File: config.mk
export PLATFORM = sky130hd
export DESIGN_NAME = length_prefixed_record_extractor_unit_flat
export DESIGN_NICKNAME = d
export VERILOG_FILES = /design/src/rtl/lpre_pkg.sv /design/src/rtl/lpre_in_if.sv /design/src/rtl/lpre_out_if.sv /design/src/rtl/length_prefixed_record_extractor_unit.sv /design/src/rtl/lpre_front.sv /design/src/rtl/lpre_queue.sv /design/src/rtl/lpre_back.sv /design/src/flat_wrapper.sv
export SDC_FILE = /design/constraint.sdc
export NUM_CORES = 1
export LEC_CHECK = 0
export BUFFER_PORTS_ARGS = -buffer_cell sky130_fd_sc_hd__buf_2
export CAP_MARGIN = 15
export CORE_MARGIN = 2
export CORE_UTILIZATION = 35
export DETAILED_ROUTE_END_ITERATION = 10
export GPL_TIMING_DRIVEN = 0
export PLACE_DENSITY = 0.58
export SLEW_MARGIN = 20
export SYNTH_ARGS = -nofsm -noshare
export SYNTH_HDL_FRONTEND = slang
export SYNTH_SLANG_ARGS = --single-unit
File: constraint.sdc
create_clock -name i_clk -period 6.8 [get_ports i_clk]
set_clock_uncertainty 0.15 [all_clocks]
set_input_delay 1.7 -clock i_clk [delete_from_list [all_inputs] [get_ports i_clk]]
set_output_delay 1.7 -clock i_clk [all_outputs]
set_load 0.005 [all_outputs]
File: src/rtl/lpre_pkg.sv
`default_nettype none
// ----------------------------------------------------------------------------
// lpre_pkg: shared types and constants of the record extractor
// Holds the configuration register map, the header length and the command
// that travels from the classifying front end to the output back end.
// ----------------------------------------------------------------------------
package lpre_pkg;

    localparam int unsigned CFG_IDX_W  = 2;
    localparam int unsigned CFG_DATA_W = 16;

    // Configuration register indexes.
    localparam logic [CFG_IDX_W-1:0] CFG_FILE_SKIP   = 2'd0;
    localparam logic [CFG_IDX_W-1:0] CFG_PREFIX_SKIP = 2'd1;
    localparam logic [CFG_IDX_W-1:0] CFG_SUFFIX_SKIP = 2'd2;

    // Size of the data block header: category byte plus 16-bit length.
    localparam logic [15:0] HDR_LEN = 16'd3;

    // What the back end has to produce for one accepted byte.
    typedef enum logic [1:0] {
        KIND_BODY,
        KIND_HDR,
        KIND_BAD
    } t_kind;

    typedef struct packed {
        t_kind       kind;
        logic [15:0] hdr;   // category byte (high) and length high byte (low)
        logic [7:0]  data;  // the byte that caused this command
        logic        last;  // data is the final byte of its block
    } t_cmd;

endpackage
`default_nettype wire

File: src/rtl/lpre_in_if.sv
`default_nettype none
// ----------------------------------------------------------------------------
// lpre_in_if: raw byte channel
// Valid/ready channel that carries one byte of the recorded stream.
// ----------------------------------------------------------------------------
interface lpre_in_if;
    logic       valid;
    logic       ready;
    logic [7:0] data_byte;

    modport source (output valid, output data_byte, input ready);
    modport sink   (input valid, input data_byte, output ready);
endinterface
`default_nettype wire

File: src/rtl/lpre_out_if.sv
`default_nettype none
// ----------------------------------------------------------------------------
// lpre_out_if: extracted byte channel
// Valid/ready channel that carries one byte of an extracted data block.
// ----------------------------------------------------------------------------
interface lpre_out_if;
    logic       valid;
    logic       ready;
    logic [7:0] out_byte;
    logic       block_end;
    logic       bad_length;
    logic       run_end;

    modport source (output valid, output out_byte, output block_end,
                    output bad_length, output run_end, input ready);
    modport sink   (input valid, input out_byte, input block_end,
                    input bad_length, input run_end, output ready);
endinterface
`default_nettype wire

File: src/rtl/length_prefixed_record_extractor_unit.sv
`default_nettype none
// Each result item goes through the command queue and then the output register.
// Throughput: one input item per cycle while results drain as fast as they appear.
// A header's third byte yields three result items, emitted one after another by
// the output stage; the command queue absorbs the difference.
// Reset: synchronous and active low; it clears the phase, counters, skip registers,
// command queue and output stage at once. There is no clearing pass.
// ----------------------------------------------------------------------------
// length_prefixed_record_extractor_unit: data block deframer
// Drops file header, record prefix and record suffix bytes from a recorded
// byte stream and passes each length-prefixed data block, header included,
// marking the final byte of every block.
// ----------------------------------------------------------------------------
module length_prefixed_record_extractor_unit
    import lpre_pkg::*;
#(
    parameter int unsigned QUEUE_DEPTH = 4
) (
    input  wire logic                  i_clk,
    input  wire logic                  i_rst_n,
    input  wire logic                  i_cfg_we,
    input  wire logic [CFG_IDX_W-1:0]  i_cfg_idx,
    input  wire logic [CFG_DATA_W-1:0] i_cfg_data,
    lpre_in_if.sink                    i_in,
    lpre_out_if.source                 o_out
);

    // The front end decides, for every accepted item, which framing phase it
    // falls in. Skip bytes are simply counted and dropped. Header bytes are
    // held until the third one arrives; then either a header command (carrying the
    // three header bytes, which the back end emits in turn) or an error command is queued.
    // Body bytes each queue one command carrying the block-end flag.
    logic q_full;
    logic q_push;
    t_cmd q_cmd;

    // The back end empties the queue one command at a time and expands it into
    // output items. The output register holds a finished item until the sink takes it;
    // the next command is taken only when the register is empty or the sink is ready.
    logic q_not_empty;
    logic q_pop;
    t_cmd q_head;

    lpre_front u_front (
        .i_clk      (i_clk),
        .i_rst_n    (i_rst_n),
        .i_cfg_we   (i_cfg_we),
        .i_cfg_idx  (i_cfg_idx),
        .i_cfg_data (i_cfg_data),
        .i_in       (i_in),
        .i_q_full   (q_full),
        .o_push     (q_push),
        .o_cmd      (q_cmd)
    );

    lpre_queue #(
        .Depth (QUEUE_DEPTH)
    ) u_queue (
        .i_clk       (i_clk),
        .i_rst_n     (i_rst_n),
        .i_push      (q_push),
        .i_cmd       (q_cmd),
        .o_full      (q_full),
        .i_pop       (q_pop),
        .o_not_empty (q_not_empty),
        .o_head      (q_head)
    );

    lpre_back u_back (
        .i_clk   (i_clk),
        .i_rst_n (i_rst_n),
        .i_valid (q_not_empty),
        .i_head  (q_head),
        .o_pop   (q_pop),
        .o_out   (o_out)
    );

endmodule
`default_nettype wire

File: src/rtl/lpre_front.sv
`default_nettype none
// ----------------------------------------------------------------------------
// lpre_front: byte classifier
// Tracks the framing phase, holds the skip registers and turns each accepted
// byte into at most one command for the back end.
// ----------------------------------------------------------------------------
module lpre_front
    import lpre_pkg::*;
(
    input  wire logic                  i_clk,
    input  wire logic                  i_rst_n,
    input  wire logic                  i_cfg_we,
    input  wire logic [CFG_IDX_W-1:0]  i_cfg_idx,
    input  wire logic [CFG_DATA_W-1:0] i_cfg_data,
    lpre_in_if.sink                    i_in,
    input  wire logic                  i_q_full,
    output logic                       o_push,
    output t_cmd                       o_cmd
);

    typedef enum logic [2:0] {
        PH_FILE,
        PH_PREFIX,
        PH_HEADER,
        PH_BODY,
        PH_SUFFIX,
        PH_HALT
    } t_phase;

    logic [15:0] r_file_skip;
    logic [15:0] r_prefix_skip;
    logic [15:0] r_suffix_skip;

    t_phase      r_phase, n_phase;
    logic [15:0] r_count, n_count;
    logic [15:0] r_hdr,   n_hdr;
    logic [15:0] r_len,   n_len;

    t_phase      ph1, ph2;
    logic [15:0] cnt1, cnt2;
    logic [15:0] lim0;
    logic        skip0;
    logic [15:0] len_w;
    logic [15:0] body_cnt;
    logic        accept;
    logic        cmd_valid;
    logic [7:0]  b;

    assign b         = i_in.data_byte;
    assign i_in.ready = !i_q_full;
    assign accept    = i_in.valid && i_in.ready;
    assign o_push    = accept && cmd_valid;

    // A finished skip phase hands the byte on in the same cycle. At most two
    // hand-overs happen: a file or suffix skip into the prefix skip, and the
    // prefix skip into the header.
    always_comb begin
        lim0  = (r_phase == PH_FILE)   ? r_file_skip :
                (r_phase == PH_PREFIX) ? r_prefix_skip : r_suffix_skip;
        skip0 = (r_phase == PH_FILE) || (r_phase == PH_PREFIX) ||
                (r_phase == PH_SUFFIX);
        if (skip0 && (r_count >= lim0)) begin
            ph1  = (r_phase == PH_PREFIX) ? PH_HEADER : PH_PREFIX;
            cnt1 = '0;
        end else begin
            ph1  = r_phase;
            cnt1 = r_count;
        end
        if ((ph1 == PH_PREFIX) && (cnt1 >= r_prefix_skip)) begin
            ph2  = PH_HEADER;
            cnt2 = '0;
        end else begin
            ph2  = ph1;
            cnt2 = cnt1;
        end
    end

    always_comb begin
        n_phase   = ph2;
        n_count   = cnt2;
        n_hdr     = r_hdr;
        n_len     = r_len;
        cmd_valid = 1'b0;
        len_w     = {r_hdr[7:0], b};
        body_cnt  = cnt2 + 16'd1;
        o_cmd     = '{kind: KIND_BODY, hdr: r_hdr, data: b, last: 1'b0};
        unique case (ph2)
            PH_FILE, PH_PREFIX, PH_SUFFIX: begin
                n_count = cnt2 + 16'd1;
            end
            PH_HEADER: begin
                if (cnt2 == 16'd0) begin
                    n_hdr   = {b, 8'h00};
                    n_count = 16'd1;
                end else if (cnt2 == 16'd1) begin
                    n_hdr   = {r_hdr[15:8], b};
                    n_count = 16'd2;
                end else begin
                    n_len     = len_w;
                    cmd_valid = 1'b1;
                    if (len_w < HDR_LEN) begin
                        o_cmd.kind = KIND_BAD;
                        n_phase    = PH_HALT;
                        n_count    = '0;
                    end else begin
                        o_cmd.kind = KIND_HDR;
                        o_cmd.last = (len_w == HDR_LEN);
                        if (len_w == HDR_LEN) begin
                            n_phase = PH_SUFFIX;
                            n_count = '0;
                        end else begin
                            n_phase = PH_BODY;
                            n_count = HDR_LEN;
                        end
                    end
                end
            end
            PH_BODY: begin
                cmd_valid  = 1'b1;
                o_cmd.last = (body_cnt >= r_len);
                n_count    = body_cnt;
                if (body_cnt >= r_len) begin
                    n_phase = PH_SUFFIX;
                    n_count = '0;
                end
            end
            default: begin
                // Halted: every byte is dropped.
                n_phase = PH_HALT;
            end
        endcase
    end

    always_ff @(posedge i_clk) begin
        if (!i_rst_n) begin
            r_file_skip   <= '0;
            r_prefix_skip <= '0;
            r_suffix_skip <= '0;
            r_phase       <= PH_FILE;
            r_count       <= '0;
            r_hdr         <= '0;
            r_len         <= '0;
        end else begin
            if (i_cfg_we) begin
                unique case (i_cfg_idx)
                    CFG_FILE_SKIP:   r_file_skip   <= i_cfg_data;
                    CFG_PREFIX_SKIP: r_prefix_skip <= i_cfg_data;
                    CFG_SUFFIX_SKIP: r_suffix_skip <= i_cfg_data;
                    default: ;
                endcase
            end
            if (accept) begin
                r_phase <= n_phase;
                r_count <= n_count;
                r_hdr   <= n_hdr;
                r_len   <= n_len;
            end
        end
    end

    a_halt_sticks: assert property (@(posedge i_clk) disable iff (!i_rst_n)
        (r_phase == PH_HALT) |=> (r_phase == PH_HALT))
        else $error("halted extractor left the halt phase");

    a_bad_halts: assert property (@(posedge i_clk) disable iff (!i_rst_n)
        (o_push && (o_cmd.kind == KIND_BAD)) |=> (r_phase == PH_HALT))
        else $error("bad length did not halt the extractor");

endmodule
`default_nettype wire

File: src/rtl/lpre_queue.sv
`default_nettype none
// ----------------------------------------------------------------------------
// lpre_queue: command queue
// Small first-in first-out buffer that decouples the classifier from the
// output stage.
// ----------------------------------------------------------------------------
module lpre_queue
    import lpre_pkg::*;
#(
    parameter int unsigned Depth = 4
) (
    input  wire logic i_clk,
    input  wire logic i_rst_n,
    input  wire logic i_push,
    input  t_cmd      i_cmd,
    output logic      o_full,
    input  wire logic i_pop,
    output logic      o_not_empty,
    output t_cmd      o_head
);

    localparam int unsigned PtrW = (Depth > 1) ? $clog2(Depth) : 1;
    localparam int unsigned CntW = $clog2(Depth + 1);
    localparam logic [PtrW-1:0] PtrLast = PtrW'(Depth - 1);

    t_cmd            r_mem [Depth];
    logic [PtrW-1:0] r_wr_ptr, r_rd_ptr;
    logic [CntW-1:0] r_count;
    logic            do_push, do_pop;

    assign o_full      = (r_count == CntW'(Depth));
    assign o_not_empty = (r_count != '0);
    assign o_head      = r_mem[r_rd_ptr];
    assign do_push     = i_push && !o_full;
    assign do_pop      = i_pop && o_not_empty;

    always_ff @(posedge i_clk) begin
        if (do_push) begin
            r_mem[r_wr_ptr] <= i_cmd;
        end
    end

    always_ff @(posedge i_clk) begin
        if (!i_rst_n) begin
            r_wr_ptr <= '0;
            r_rd_ptr <= '0;
            r_count  <= '0;
        end else begin
            if (do_push) begin
                r_wr_ptr <= (r_wr_ptr == PtrLast) ? '0 : r_wr_ptr + 1'b1;
            end
            if (do_pop) begin
                r_rd_ptr <= (r_rd_ptr == PtrLast) ? '0 : r_rd_ptr + 1'b1;
            end
            if (do_push && !do_pop) begin
                r_count <= r_count + 1'b1;
            end else if (do_pop && !do_push) begin
                r_count <= r_count - 1'b1;
            end
        end
    end

    a_no_overflow: assert property (@(posedge i_clk) disable iff (!i_rst_n)
        (i_push |-> !o_full) and (r_count <= CntW'(Depth)))
        else $error("command queue overflow");

endmodule
`default_nettype wire

File: src/rtl/lpre_back.sv
`default_nettype none
// ----------------------------------------------------------------------------
// lpre_back: result expander
// Turns queued commands into output items, three for a header and one
// otherwise, through a registered output stage.
// ----------------------------------------------------------------------------
module lpre_back
    import lpre_pkg::*;
(
    input  wire logic i_clk,
    input  wire logic i_rst_n,
    input  wire logic i_valid,
    input  t_cmd      i_head,
    output logic      o_pop,
    lpre_out_if.source o_out
);

    localparam logic [1:0] SUB_CAT    = 2'd0;
    localparam logic [1:0] SUB_LEN_HI = 2'd1;

    logic [1:0] r_sub;
    logic       r_valid;
    logic [7:0] r_byte;
    logic       r_end;
    logic       r_bad;
    logic       r_run;

    logic [7:0] sel_byte;
    logic       sel_end, sel_bad, sel_final;
    logic       load;

    always_comb begin
        sel_byte  = i_head.data;
        sel_end   = i_head.last;
        sel_bad   = 1'b0;
        sel_final = 1'b1;
        unique case (i_head.kind)
            KIND_HDR: begin
                if (r_sub == SUB_CAT) begin
                    sel_byte  = i_head.hdr[15:8];
                    sel_end   = 1'b0;
                    sel_final = 1'b0;
                end else if (r_sub == SUB_LEN_HI) begin
                    sel_byte  = i_head.hdr[7:0];
                    sel_end   = 1'b0;
                    sel_final = 1'b0;
                end
            end
            KIND_BAD: begin
                sel_byte = '0;
                sel_end  = 1'b0;
                sel_bad  = 1'b1;
            end
            default: ;
        endcase
    end

    assign load  = i_valid && (!r_valid || o_out.ready);
    assign o_pop = load && sel_final;

    always_ff @(posedge i_clk) begin
        if (!i_rst_n) begin
            r_sub   <= SUB_CAT;
            r_valid <= 1'b0;
        end else begin
            if (load) begin
                r_valid <= 1'b1;
                r_sub   <= sel_final ? SUB_CAT : r_sub + 2'd1;
            end else if (o_out.ready) begin
                r_valid <= 1'b0;
            end
        end
    end

    always_ff @(posedge i_clk) begin
        if (load) begin
            r_byte <= sel_byte;
            r_end  <= sel_end;
            r_bad  <= sel_bad;
            r_run  <= sel_final;
        end
    end

    assign o_out.valid      = r_valid;
    assign o_out.out_byte   = r_byte;
    assign o_out.block_end  = r_end;
    assign o_out.bad_length = r_bad;
    assign o_out.run_end    = r_run;

    a_head_held: assert property (@(posedge i_clk) disable iff (!i_rst_n)
        (r_sub != SUB_CAT) |-> (i_valid && (i_head.kind == KIND_HDR)))
        else $error("header expansion lost its queued command");

endmodule
`default_nettype wire
File: src/flat_wrapper.sv
// flat-port wrapper written by rule: the top's interface ports become plain ports
module length_prefixed_record_extractor_unit_flat import lpre_pkg::*;
#(
    parameter int unsigned QUEUE_DEPTH = 4
)
  (i_clk, i_rst_n, i_cfg_we, i_cfg_idx, i_cfg_data, i_in_valid, i_in_data_byte, i_in_ready, o_out_valid, o_out_out_byte, o_out_block_end, o_out_bad_length, o_out_run_end, o_out_ready);
  lpre_in_if i_in_i ();
  lpre_out_if o_out_i ();
  input  wire logic i_clk;
  input  wire logic i_rst_n;
  input  wire logic i_cfg_we;
  input  wire logic [CFG_IDX_W-1:0] i_cfg_idx;
  input  wire logic [CFG_DATA_W-1:0] i_cfg_data;
  input wire logic [$bits(i_in_i.valid)-1:0] i_in_valid;
  input wire logic [$bits(i_in_i.data_byte)-1:0] i_in_data_byte;
  output wire logic [$bits(i_in_i.ready)-1:0] i_in_ready;
  output wire logic [$bits(o_out_i.valid)-1:0] o_out_valid;
  output wire logic [$bits(o_out_i.out_byte)-1:0] o_out_out_byte;
  output wire logic [$bits(o_out_i.block_end)-1:0] o_out_block_end;
  output wire logic [$bits(o_out_i.bad_length)-1:0] o_out_bad_length;
  output wire logic [$bits(o_out_i.run_end)-1:0] o_out_run_end;
  input wire logic [$bits(o_out_i.ready)-1:0] o_out_ready;
  assign i_in_i.valid = i_in_valid;
  assign i_in_i.data_byte = i_in_data_byte;
  assign i_in_ready = i_in_i.ready;
  assign o_out_valid = o_out_i.valid;
  assign o_out_out_byte = o_out_i.out_byte;
  assign o_out_block_end = o_out_i.block_end;
  assign o_out_bad_length = o_out_i.bad_length;
  assign o_out_run_end = o_out_i.run_end;
  assign o_out_i.ready = o_out_ready;
  length_prefixed_record_extractor_unit #(.QUEUE_DEPTH(QUEUE_DEPTH)) u_core (.i_clk(i_clk), .i_rst_n(i_rst_n), .i_cfg_we(i_cfg_we), .i_cfg_idx(i_cfg_idx), .i_cfg_data(i_cfg_data), .i_in(i_in_i), .o_out(o_out_i));
endmodule
== After elaboration in Yosys (flattened, before gate mapping) ==
Memories as Yosys holds them, arrays and structs flattened. A register that Yosys moved wholly into a read port is not among the register bits.
Cells that the tools add are included.

* $add $sub $neg: 6
* Order comparisons: 4
* Equality and inequality tests: 17
* Mux-type cells: 53
* Bitwise gates (word level): 2
* Reduce and logical (&&, ||, !) cells: 33

{| class="wikitable"
|+ Operators with widths
! kind !! count
|-
| $mux 16 || 6
|-
| $ge 16x16->1 || 3
|-
| $pmux 16 s3 || 1
|-
| $mux 2 || 14
|-
| $mux 3 || 9
|-
| $mux 8 || 3
|-
| $add 16x1->16 const B || 1
|-
| $eq 16x1->1 const B || 1
|-
| $eq 16x2->1 const B || 1
|-
| $logic_not 16->1 || 1
|-
| $lt 16x2->1 const B || 1
|-
| $pmux 8 s2 || 1
|-
| $mux 1 || 15
|-
| $logic_and 1x1->1 || 10
|-
| $eq 3x1->1 const B || 3
|-
| $eq 3x3->1 const B || 3
|-
| $pmux 3 s3 || 1
|-
| $eq 2x2->1 const B || 4
|-
| $add 2x1->2 const B || 3
|-
| $eq 2x1->1 const B || 3
|-
| $eq 3x2->1 const B || 2
|-
| $logic_not 3->1 || 2
|-
| $pmux 1 s2 || 3
|-
| $reduce_and 2->1 || 3
|-
| other kinds (11) || 21
|}

* Bits in registers: 120
* Bits in writable memories: 108
* Output and inout bits: 13
* Memories kept: 1

{| class="wikitable"
|+ Memory list
! memory !! depth !! width !! rd ports !! clocked after Yosys merged registers in !! wr ports !! RTL line !! source
|-
| u_core.u_queue.r_mem || 4 || 27 || 1 || 1 || 1 || lpre_queue.sv:26 || <nowiki>t_cmd r_mem [Depth];</nowiki>
|}

== Logic depth before layout (Yosys ltp) ==
Gate-level depths: netlist (run 1).

* Word-level depth: 19
* Mapped depth: 35

== Cells and area by module ==
A second synthesis (run 1) with hierarchy kept.

* Cells, all modules: 1068
* Area total of the unflattened synthesis: 11479.8 sq um

{| class="wikitable"
|+ By module, submodules not included
! module !! instances !! cells each !! area each (sq um) !! seq. area each (sq um)
|-
| lpre_front || 1 || 805 || 6208.5 || 1981.9
|-
| lpre_queue || 1 || 192 || 4425.5 || 3423.3
|-
| lpre_back || 1 || 71 || 845.8 || 390.4
|}

== Worst setup path before layout (run 1) ==
OpenSTA, ideal clock, no wires.

* Path kind: reg-to-reg
* Start: reg u_core.u_front.r_phase[0]
* End: reg u_core.u_front.r_count[3]
* Library setup time: 0.067 ns
* Data arrival time: 7.346 ns
* Required time: 6.583 ns
* Setup slack: -0.763 ns
* Stages on the path, launching flop included: 35
* Buffers on the path: 8
* Cell sequence: dfxtp_1 clkbuf_1 clkbuf_1 clkbuf_1 mux2i_1 a21oi_1 ha_1 nand2b_4 a2111o_1 a32oi_2 nand2_2 nand2_1 clkbuf_1 and2_1 ha_1 and4_1 o2111ai_1 a31oi_1 o21ai_2 a21o_1 nand2_1 clkbuf_1 clkbuf_1 buf_2 nor2_1 ha_1 a21o_1 a2111oi_0 o21a_1 o21ai_0 nor2_1 a221oi_2 buf_4 a2111o_1 a21oi_2

* Longest elaborated chain between the ends: 13
* Elaborated cells between the ends (all ways): 27
* Those cells by class: add/sub: 1; order compare: 3; eq/ne: 7; mux: 9; reduce/logical: 7

{| class="wikitable"
|+ Ends and longest elaborated chain
! element !! RTL line !! source
|-
| start, declared || lpre_front.sv:34 || <nowiki>t_phase r_phase, n_phase;</nowiki>
|-
| start signal, assigned || lpre_front.sv:153 || <nowiki>r_phase <= n_phase;</nowiki>
|-
| $eq 3x1->1 || lpre_front.sv:59, lpre_front.sv:60, lpre_front.sv:63 ||
|-
| $mux 16 || lpre_front.sv:59 || <nowiki>(r_phase == PH_PREFIX) ? r_prefix_skip : r_suffix_skip;</nowiki>
|-
| $mux 16 || lpre_front.sv:58 || <nowiki>lim0 = (r_phase == PH_FILE) ? r_file_skip :</nowiki>
|-
| $ge 16x16->1 || lpre_front.sv:62 || <nowiki>if (skip0 && (r_count >= lim0)) begin</nowiki>
|-
| $logic_and 1x1->1 || lpre_front.sv:62 ||
|-
| $mux 16 or $mux 3 (tied branches) || lpre_front.sv:62 ||
|-
| $ge 16x16->1 or $eq 3x1->1 (tied branches) || lpre_front.sv:69 || <nowiki>if ((ph1 == PH_PREFIX) && (cnt1 >= r_prefix_skip)) begin</nowiki>
|-
| $logic_and 1x1->1 || lpre_front.sv:69 ||
|-
| $mux 16 || lpre_front.sv:69 ||
|-
| $add 16x1->16 || lpre_front.sv:85, lpre_front.sv:89 ||
|-
| $ge 16x16->1 || lpre_front.sv:122 || <nowiki>if (body_cnt >= r_len) begin</nowiki>
|-
| $mux 16 || lpre_front.sv:122 ||
|-
| $pmux 16 s3 * || lpre_front.sv:87 || <nowiki>unique case (ph2)</nowiki>
|-
| end signal, assigned || lpre_front.sv:154 || <nowiki>r_count <= n_count;</nowiki>
|-
| end, declared || lpre_front.sv:35 || <nowiki>logic [15:0] r_count, n_count;</nowiki>
|}

Mark *: on every way between the ends. The rest lies on a longest branch, timed or not.
A chain may end at the register's enable or synchronous reset.

== Worst setup path after layout (run 1) ==
* Start: reg u_core.u_front.r_phase[2]
* End: reg u_core.u_front.r_count[13]

Same word-level chain as after synthesis.

==> flow_metrics.env, run 1 <==
export IMPL_htreeDepth=1
export IMPL_first_pass_iters=5
export IMPL_seq_area_frac_synth_pct=52.0
export IMPL_status="finished clean"
export IMPL_hold_ws_ns=0.301
export IMPL_grt_pass1_wl_um=44200
export IMPL_drc_errors=0
export IMPL_power_density_nw_per_um2=390
export IMPL_critPathRequiredTime_ns=7.10
export IMPL_nFillCells=3023
export IMPL_root_buffer="clkbuf_16"
export IMPL_grt_overflow_total=0
export IMPL_cp_start_kind="flip-flop"
export IMPL_synth_seq_cells=230
export IMPL_cp_max_fo=10
export IMPL_core_area_um2=31500
export IMPL_via_per_inst=5.28
export IMPL_port_buffers=43
export IMPL_wl_per_cell_um=17.7
export IMPL_timing_rr_end="u_core.u_front.r_count[13]$_SDFFE_PN0P_"
export IMPL_clkLatencyLatePin_ns=0.53
export IMPL_antenna_found_initial=0
export IMPL_critPathCaptureType="flip-flop"
export IMPL_io_pins=44
export IMPL_worst_slew_pin_slew_ns=0.971
export IMPL_cts_tree="yes"
export IMPL_cpMaxStageDelayCell="dfxtp_4"
export IMPL_max_cap_violations=0
export IMPL_numClockSinks=230
export IMPL_hold_path_class="reg -> reg"
export IMPL_antenna_cells=0
export IMPL_ir_drop_mv=0.252
export IMPL_total_power_w=0.00522
export IMPL_track_usage_pct=16.7
export IMPL_rows=65
export IMPL_final_cell_mix="nand2_1, a21oi_1, edfxtp_1"
export IMPL_slew_violations=0
export IMPL_fin_setup_tns_ns=0
export IMPL_drt_iter0_drc=637
export IMPL_clockBufferDepth=3
export IMPL_place_congestion=0.833
export IMPL_worstReg2RegStart="u_core.u_front.r_phase[2]$_SDFFE_PN0P_"
export IMPL_setup_viol=0
export IMPL_mostFrequentLayoutCell="nand2_1"
export IMPL_synthToLayoutAreaGrowth_pct=20.2
export IMPL_cp_endpoint="u_core.u_front.r_count[13]$_SDFFE_PN0P_"
export IMPL_die_x_um=182
export IMPL_synth_avg_cell_area_um2=10.4
export IMPL_start_util_pct=35.4
export IMPL_async_reset_ff_share_pct=0
export IMPL_critical_path_class="reg -> reg"
export IMPL_worst_path_largest_cell_delay_ns=0.39
export IMPL_hold_viol_final=0
export IMPL_wl_um=28200
export IMPL_synth_flop_cell="edfxtp_1"
export IMPL_max_freq_mhz=151
export IMPL_grt_pass1_vias=8050
export IMPL_fin_area_um2=13400
export IMPL_fin_crit_sh_pct=97.3
export IMPL_yosys_warnings=0
export IMPL_cts_reportedPaths_clkPinSlew_ns=0.06
export IMPL_p_leak_nw=4.79
export IMPL_fin_util_pct=42.5
export IMPL_ys_types=70
export IMPL_post_dp_hpwl_um=19500
export IMPL_fin_nets=1268
export IMPL_cp_data_arrival_time_ns=6.91
export IMPL_numCtsBuffers=26
export IMPL_ctsHoldBuffers=0
export IMPL_min_period_ns=6.61
export IMPL_synth_edf_count=119
export IMPL_startpoint="u_core.u_front.r_phase[2]$_SDFFE_PN0P_"
export IMPL_postRouteAntennaNets=0
export IMPL_die_area_um2=33300
export IMPL_worstRegToRegCells=35
export IMPL_synth_area_um2=11100
export IMPL_vias=8445
export IMPL_placed_cell_area_um2=11900
export IMPL_chipHeight_um=182
export IMPL_synthCells=1076
export IMPL_drive_gt1_share_pct=19.6
export IMPL_syn_num_nets=1166
export IMPL_reg2reg_slack_ns=0.19
export IMPL_slew_limit_headroom_pct=35.1
export IMPL_grt_max_degree=28
-- synthesized netlist by cell type (2+ instances only) --
cell / instances / area share (%)
a2111o_1: 2 / 0.20
a211o_1: 3 / 0.24
a211oi_1: 3 / 0.20
a21o_1: 7 / 0.47
a21oi_1: 140 / 6.3
a31oi_1: 7 / 0.39
and2_1: 18 / 1.0
and2_4: 2 / 0.16
and3b_1: 2 / 0.16
buf_2: 10 / 0.45
buf_4: 4 / 0.27
clkbuf_1: 49 / 1.7
dfxtp_1: 111 / 20
edfxtp_1: 119 / 32
ha_1: 58 / 6.5
inv_1: 52 / 1.8
mux2i_1: 20 / 1.8
mux4_2: 27 / 5.5
nand2_1: 166 / 5.6
nand2b_1: 8 / 0.45
nand3_1: 36 / 1.6
nand3b_1: 2 / 0.13
nand4_1: 14 / 0.79
nor2_1: 43 / 1.4
nor3_1: 10 / 0.45
nor3_4: 2 / 0.29
nor4_1: 6 / 0.34
o2111ai_1: 3 / 0.24
o21a_1: 6 / 0.40
o21ai_0: 38 / 1.7
o21ai_1: 35 / 1.6
o22ai_1: 9 / 0.51
o31a_1: 3 / 0.24
or2_2: 2 / 0.11
or3_1: 6 / 0.34
or4_1: 10 / 0.67
xnor2_1: 5 / 0.39
xor2_1: 6 / 0.47
-- sequential cells by signal, indices dropped and copies added, names as in the netlist, named ones only --
signal	flops
u_core.u_back.o_out.block_end	1
u_core.u_front.r_prefix_skip	16
u_core.u_queue.r_rd_ptr	2
u_core.u_front.r_suffix_skip	16
u_core.u_back.o_out.out_byte	8
u_core.u_front.r_file_skip	16
u_core.u_queue.r_mem	108
u_core.u_front.r_hdr	16
u_core.u_front.r_count	16
u_core.u_front.r_phase	3
u_core.u_queue.r_count	3
u_core.u_back.r_sub	2
u_core.u_back.o_out.bad_length	1
u_core.u_front.r_len	16
u_core.u_queue.r_wr_ptr	2
u_core.u_back.o_out.valid	1
u_core.u_back.o_out.run_end	1
-- power by group --
part / switching, W / leakage, nW / total, W / internal [W]
logic: 0.00123 / 2.35 / 0.00222 / 0.000986
clock network: 0.000551 / 0.401 / 0.00134 / 0.000789
registers: 0.0000662 / 2.04 / 0.00167 / 0.00160
total: 0.00185 / 4.79 / 0.00522 / 0.00337
-- cell families (layout without fill, tap and decap cells) --
kind of cell	count (synthesis)	in the layout	synth area share, %
compound gates	269	269	14.0
buf+inv	117	237	4.26
flops	230	230	52.0
xor+xnor	11	11	0.865
fa+ha+maj	59	59	6.69
simple gates	342	342	14.9
mux	48	48	7.35
-- layout make-up --
type | instances | area (um2) | area share (%)
multi-input cells | 729 | 5150 | 38.4
inverters | 52 | 195 | 1.46
well taps | 402 | 503 | 3.76
plain buffers | 62 | 359 | 2.68
clock buffers | 36 | 733 | 5.48
clock inverters | 10 | 83.8 | 0.626
flip-flops and latches | 230 | 5800 | 43.3
repair buffers | 77 | 569 | 4.25
-- through the flow --
stage          std cells  setup WS (ns)
2_1_floorplan       1076        0.00328
3_3_place_gp        1521          -1.98
3_5_place_dp        1522          -1.94
4_1_cts             1578        0.00794
5_1_grt             1598        -0.0797
6_report            1598          0.187
-- layer usage --
metal  track usage, %  up-vias  part of all wire (%)
met1             23.3     4095                    46
li1                 -     4105                     -
met5                0        -                     0
met4             4.74        0                   2.4
met2             27.4      195                    47
met3             2.22       50                   4.3
-- repair_timing --
item                                    in CTS  in global routing
setup buffers                               10                 20
pin swaps                                   15                 37
endpoints found under the hold margin        0                  0
endpoints found under the setup margin     106                 21
cloned                                       1                  2
gates resized for setup                     43                 53
-- critical path: cells and delay by family (launching register included) --
family / cells / cell delay [ns]
AOI/OAI and AO/OA: 11 / 2.25
and+or+nand+nor: 11 / 1.41
DFF: 1 / 0.39
adders and majority gates: 3 / 0.83
buffers and inverters: 10 / 1.49
-- worst min path at each step --
stage / cells after the start / start / slack, ns / to
6_report: 2 / u_core.u_front.r_suffix_skip[12]$_SDFFE_PN0P_ / 0.30 / u_core.u_front.r_suffix_skip[12]$_SDFFE_PN0P_
2_1_floorplan: 2 / u_core.u_front.r_suffix_skip[10]$_SDFFE_PN0P_ / 0.28 / u_core.u_front.r_suffix_skip[10]$_SDFFE_PN0P_
3_3_place_gp: 2 / u_core.u_front.r_suffix_skip[11]$_SDFFE_PN0P_ / 0.29 / u_core.u_front.r_suffix_skip[11]$_SDFFE_PN0P_
4_1_cts: 2 / u_core.u_front.r_suffix_skip[15]$_SDFFE_PN0P_ / 0.30 / u_core.u_front.r_suffix_skip[15]$_SDFFE_PN0P_
5_1_grt: 2 / u_core.u_front.r_suffix_skip[15]$_SDFFE_PN0P_ / 0.32 / u_core.u_front.r_suffix_skip[15]$_SDFFE_PN0P_
3_5_place_dp: 2 / u_core.u_front.r_suffix_skip[15]$_SDFFE_PN0P_ / 0.29 / u_core.u_front.r_suffix_skip[15]$_SDFFE_PN0P_
Power figures use the tool's default switching activity.
==> run 2: changes to the inputs <==
--- a/config.mk
+++ b/config.mk
@@ -12,6 +12,8 @@
 export DETAILED_ROUTE_END_ITERATION = 10
 export GPL_TIMING_DRIVEN = 0
 export PLACE_DENSITY = 0.58
+export RECOVER_POWER = 50
+export SETUP_SLACK_MARGIN = 0.5
 export SLEW_MARGIN = 20
 export SYNTH_ARGS = -nofsm -noshare
 export SYNTH_HDL_FRONTEND = slang
==> flow_metrics.env, run 2 (same netlist as run 1, synthesis figures left out) <==
export IMPL_hold_path_class="reg -> reg"
export IMPL_worstHoldStart="u_core.u_front.r_suffix_skip[3]$_SDFFE_PN0P_"
export IMPL_chipHeight_um=182
export IMPL_critPathRequiredTime_ns=7.11
export IMPL_drt_iter0_drc=653
export IMPL_via_per_inst=5.29
export IMPL_power_density_nw_per_um2=397
export IMPL_fin_area_um2=13700
export IMPL_reg2reg_slack_ns=0.28
export IMPL_min_period_ns=6.52
export IMPL_die_area_um2=33300
export IMPL_min_to="u_core.u_front.r_suffix_skip[3]$_SDFFE_PN0P_"
export IMPL_rows=65
export IMPL_vias=8509
export IMPL_worst_slew_pin_slew_ns=1.44
export IMPL_hold_viol_final=0
export IMPL_status="finished clean"
export IMPL_final_cell_count_no_fill=1610
export IMPL_critPathCaptureType="flip-flop"
export IMPL_clkLatencyLatePin_ns=0.53
export IMPL_place_congestion=0.871
export IMPL_setup_viol=0
export IMPL_critical_path_class="reg -> reg"
export IMPL_track_usage_pct=16.8
export IMPL_antenna_found_initial=0
export IMPL_rsz0062_at_grt="yes"
export IMPL_worstRegToRegCells=34
export IMPL_wl_um=28300
export IMPL_max_cap_violations=0
export IMPL_holdPathStages=2
export IMPL_root_buffer="clkbuf_16"
export IMPL_max_freq_mhz=153
export IMPL_regMostFlops="u_core.u_queue.r_mem"
export IMPL_wl_per_cell_um=17.6
export IMPL_io_pins=44
export IMPL_p_leak_nw=4.86
export IMPL_slew_limit_headroom_pct=3.72
export IMPL_ir_drop_mv=0.232
export IMPL_worstReg2RegStart="u_core.u_front.r_phase[0]$_SDFFE_PN0P_"
export IMPL_final_cell_mix="nand2_1, a21oi_1, edfxtp_1"
export IMPL_clockBufferDepth=3
export IMPL_total_power_w=0.00543
export IMPL_crit_family="compound AO/OA/AOI/OAI gates"
export IMPL_cp_max_fo=7
export IMPL_grt_pass1_wl_um=44500
export IMPL_mostFrequentLayoutCell="nand2_1"
export IMPL_fin_util_pct=43.5
export IMPL_timing_rr_end="u_core.u_front.r_count[5]$_SDFFE_PN0P_"
export IMPL_postRouteAntennaNets=0
export IMPL_drc_errors=0
export IMPL_core_area_um2=31500
export IMPL_cp_start_kind="flip-flop"
export IMPL_cts_tree="yes"
export IMPL_grt_overflow_total=0
export IMPL_crit_path_frequent_cell="buf_8"
export IMPL_grt_max_degree=28
export IMPL_cpMaxStageDelayCell="a221o_1"
export IMPL_largest_reg_flops=108
export IMPL_slew_violations=0
export IMPL_first_pass_iters=5
export IMPL_start_util_pct=35.4
export IMPL_fin_nets=1279
export IMPL_placed_cell_area_um2=12000
export IMPL_htreeDepth=1
export IMPL_dp_cells=1524
export IMPL_port_buffers=43
export IMPL_die_x_um=182
export IMPL_cts_reportedPaths_clkPinSlew_ns=0.06
export IMPL_grt_pass1_vias=8102
export IMPL_path_buf_inv=8
export IMPL_post_dp_hpwl_um=19500
export IMPL_fin_setup_tns_ns=0
export IMPL_cp_data_arrival_time_ns=6.83
export IMPL_drive_gt1_share_pct=21.2
export IMPL_fin_crit_sh_pct=95.9
export IMPL_numClockSinks=230
export IMPL_numCtsBuffers=25
export IMPL_antenna_cells=0
export IMPL_nFillCells=2988
export IMPL_worst_path_largest_cell_delay_ns=0.45
export IMPL_synthToLayoutAreaGrowth_pct=22.7
## run 2: how the worst max path moves through the flow
stage | startpoint | endpoint | depth (start not counted)
2_1_floorplan | u_core.u_front.r_phase[0]$_SDFFE_PN0P_ | u_core.u_front.r_count[3]$_SDFFE_PN0P_ | 33
3_3_place_gp | u_core.u_front.r_phase[2]$_SDFFE_PN0P_ | u_core.u_front.r_phase[1]$_SDFFE_PN0P_ | 33
3_5_place_dp | u_core.u_front.r_phase[2]$_SDFFE_PN0P_ | u_core.u_front.r_phase[1]$_SDFFE_PN0P_ | 33
4_1_cts | u_core.u_front.r_phase[0]$_SDFFE_PN0P_ | u_core.u_front.r_count[12]$_SDFFE_PN0P_ | 33
5_1_grt | u_core.u_front.r_phase[0]$_SDFFE_PN0P_ | u_core.u_front.r_count[5]$_SDFFE_PN0P_ | 34
6_report | u_core.u_front.r_phase[0]$_SDFFE_PN0P_ | u_core.u_front.r_count[5]$_SDFFE_PN0P_ | 34
## run 2: worst reg2reg max path, delay by kind of cell, from the launching register on
family	cells	cell delay, ns
fa+ha+maj	3	0.68
flops	1	0.33
simple gates	9	1.30
compound gates	13	2.68
buf+inv	8	1.12
mux	1	0.19
## run 2: metrics by stage
stage	setup WS, ns	hold WS (ns)
after floorplan	0.522	0.283
after global placement	-1.09	0.289
after detailed placement	-1.06	0.293
after CTS	0.304	0.301
after global routing	0.0230	0.318
final	0.278	0.302
## run 2: final cells by class
cell class                      instances  area (um2)  share of cell area [%]
Sequential cell                       230        5800                    42.4
Inverter                               52         195                    1.43
Buffer                                 65         438                    3.20
Tap cell                              402         503                    3.68
Timing Repair Buffer                   86         619                    4.53
Clock inverter                         19         206                    1.51
Clock buffer                           27         643                    4.70
Multi-Input combinational cell        729        5280                    38.6
## run 2: power by group
part | switching [W] | total, W | internal, W | leakage, nW
registers | 0.0000656 | 0.00167 | 0.00160 | 2.04
clock network | 0.000565 | 0.00140 | 0.000838 | 0.423
logic | 0.00128 | 0.00236 | 0.00107 | 2.40
total | 0.00191 | 0.00543 | 0.00351 | 4.86
## run 2: metal layers
layer | vias to the layer above | share of wire [%] | track usage, %
li1 | 4137 | - | -
met3 | 38 | 4.6 | 2.08
met2 | 202 | 48 | 27.8
met5 | - | 0 | 0
met1 | 4132 | 46 | 23.3
met4 | 0 | 2.0 | 4.81
## run 2: repair_timing
action	in CTS	in global routing
setup buffers	25	10
gates resized for setup	62	49
pin swaps	37	39
gates cloned	4	1
hold buffers	0	0
setup endpoints to repair	123	23
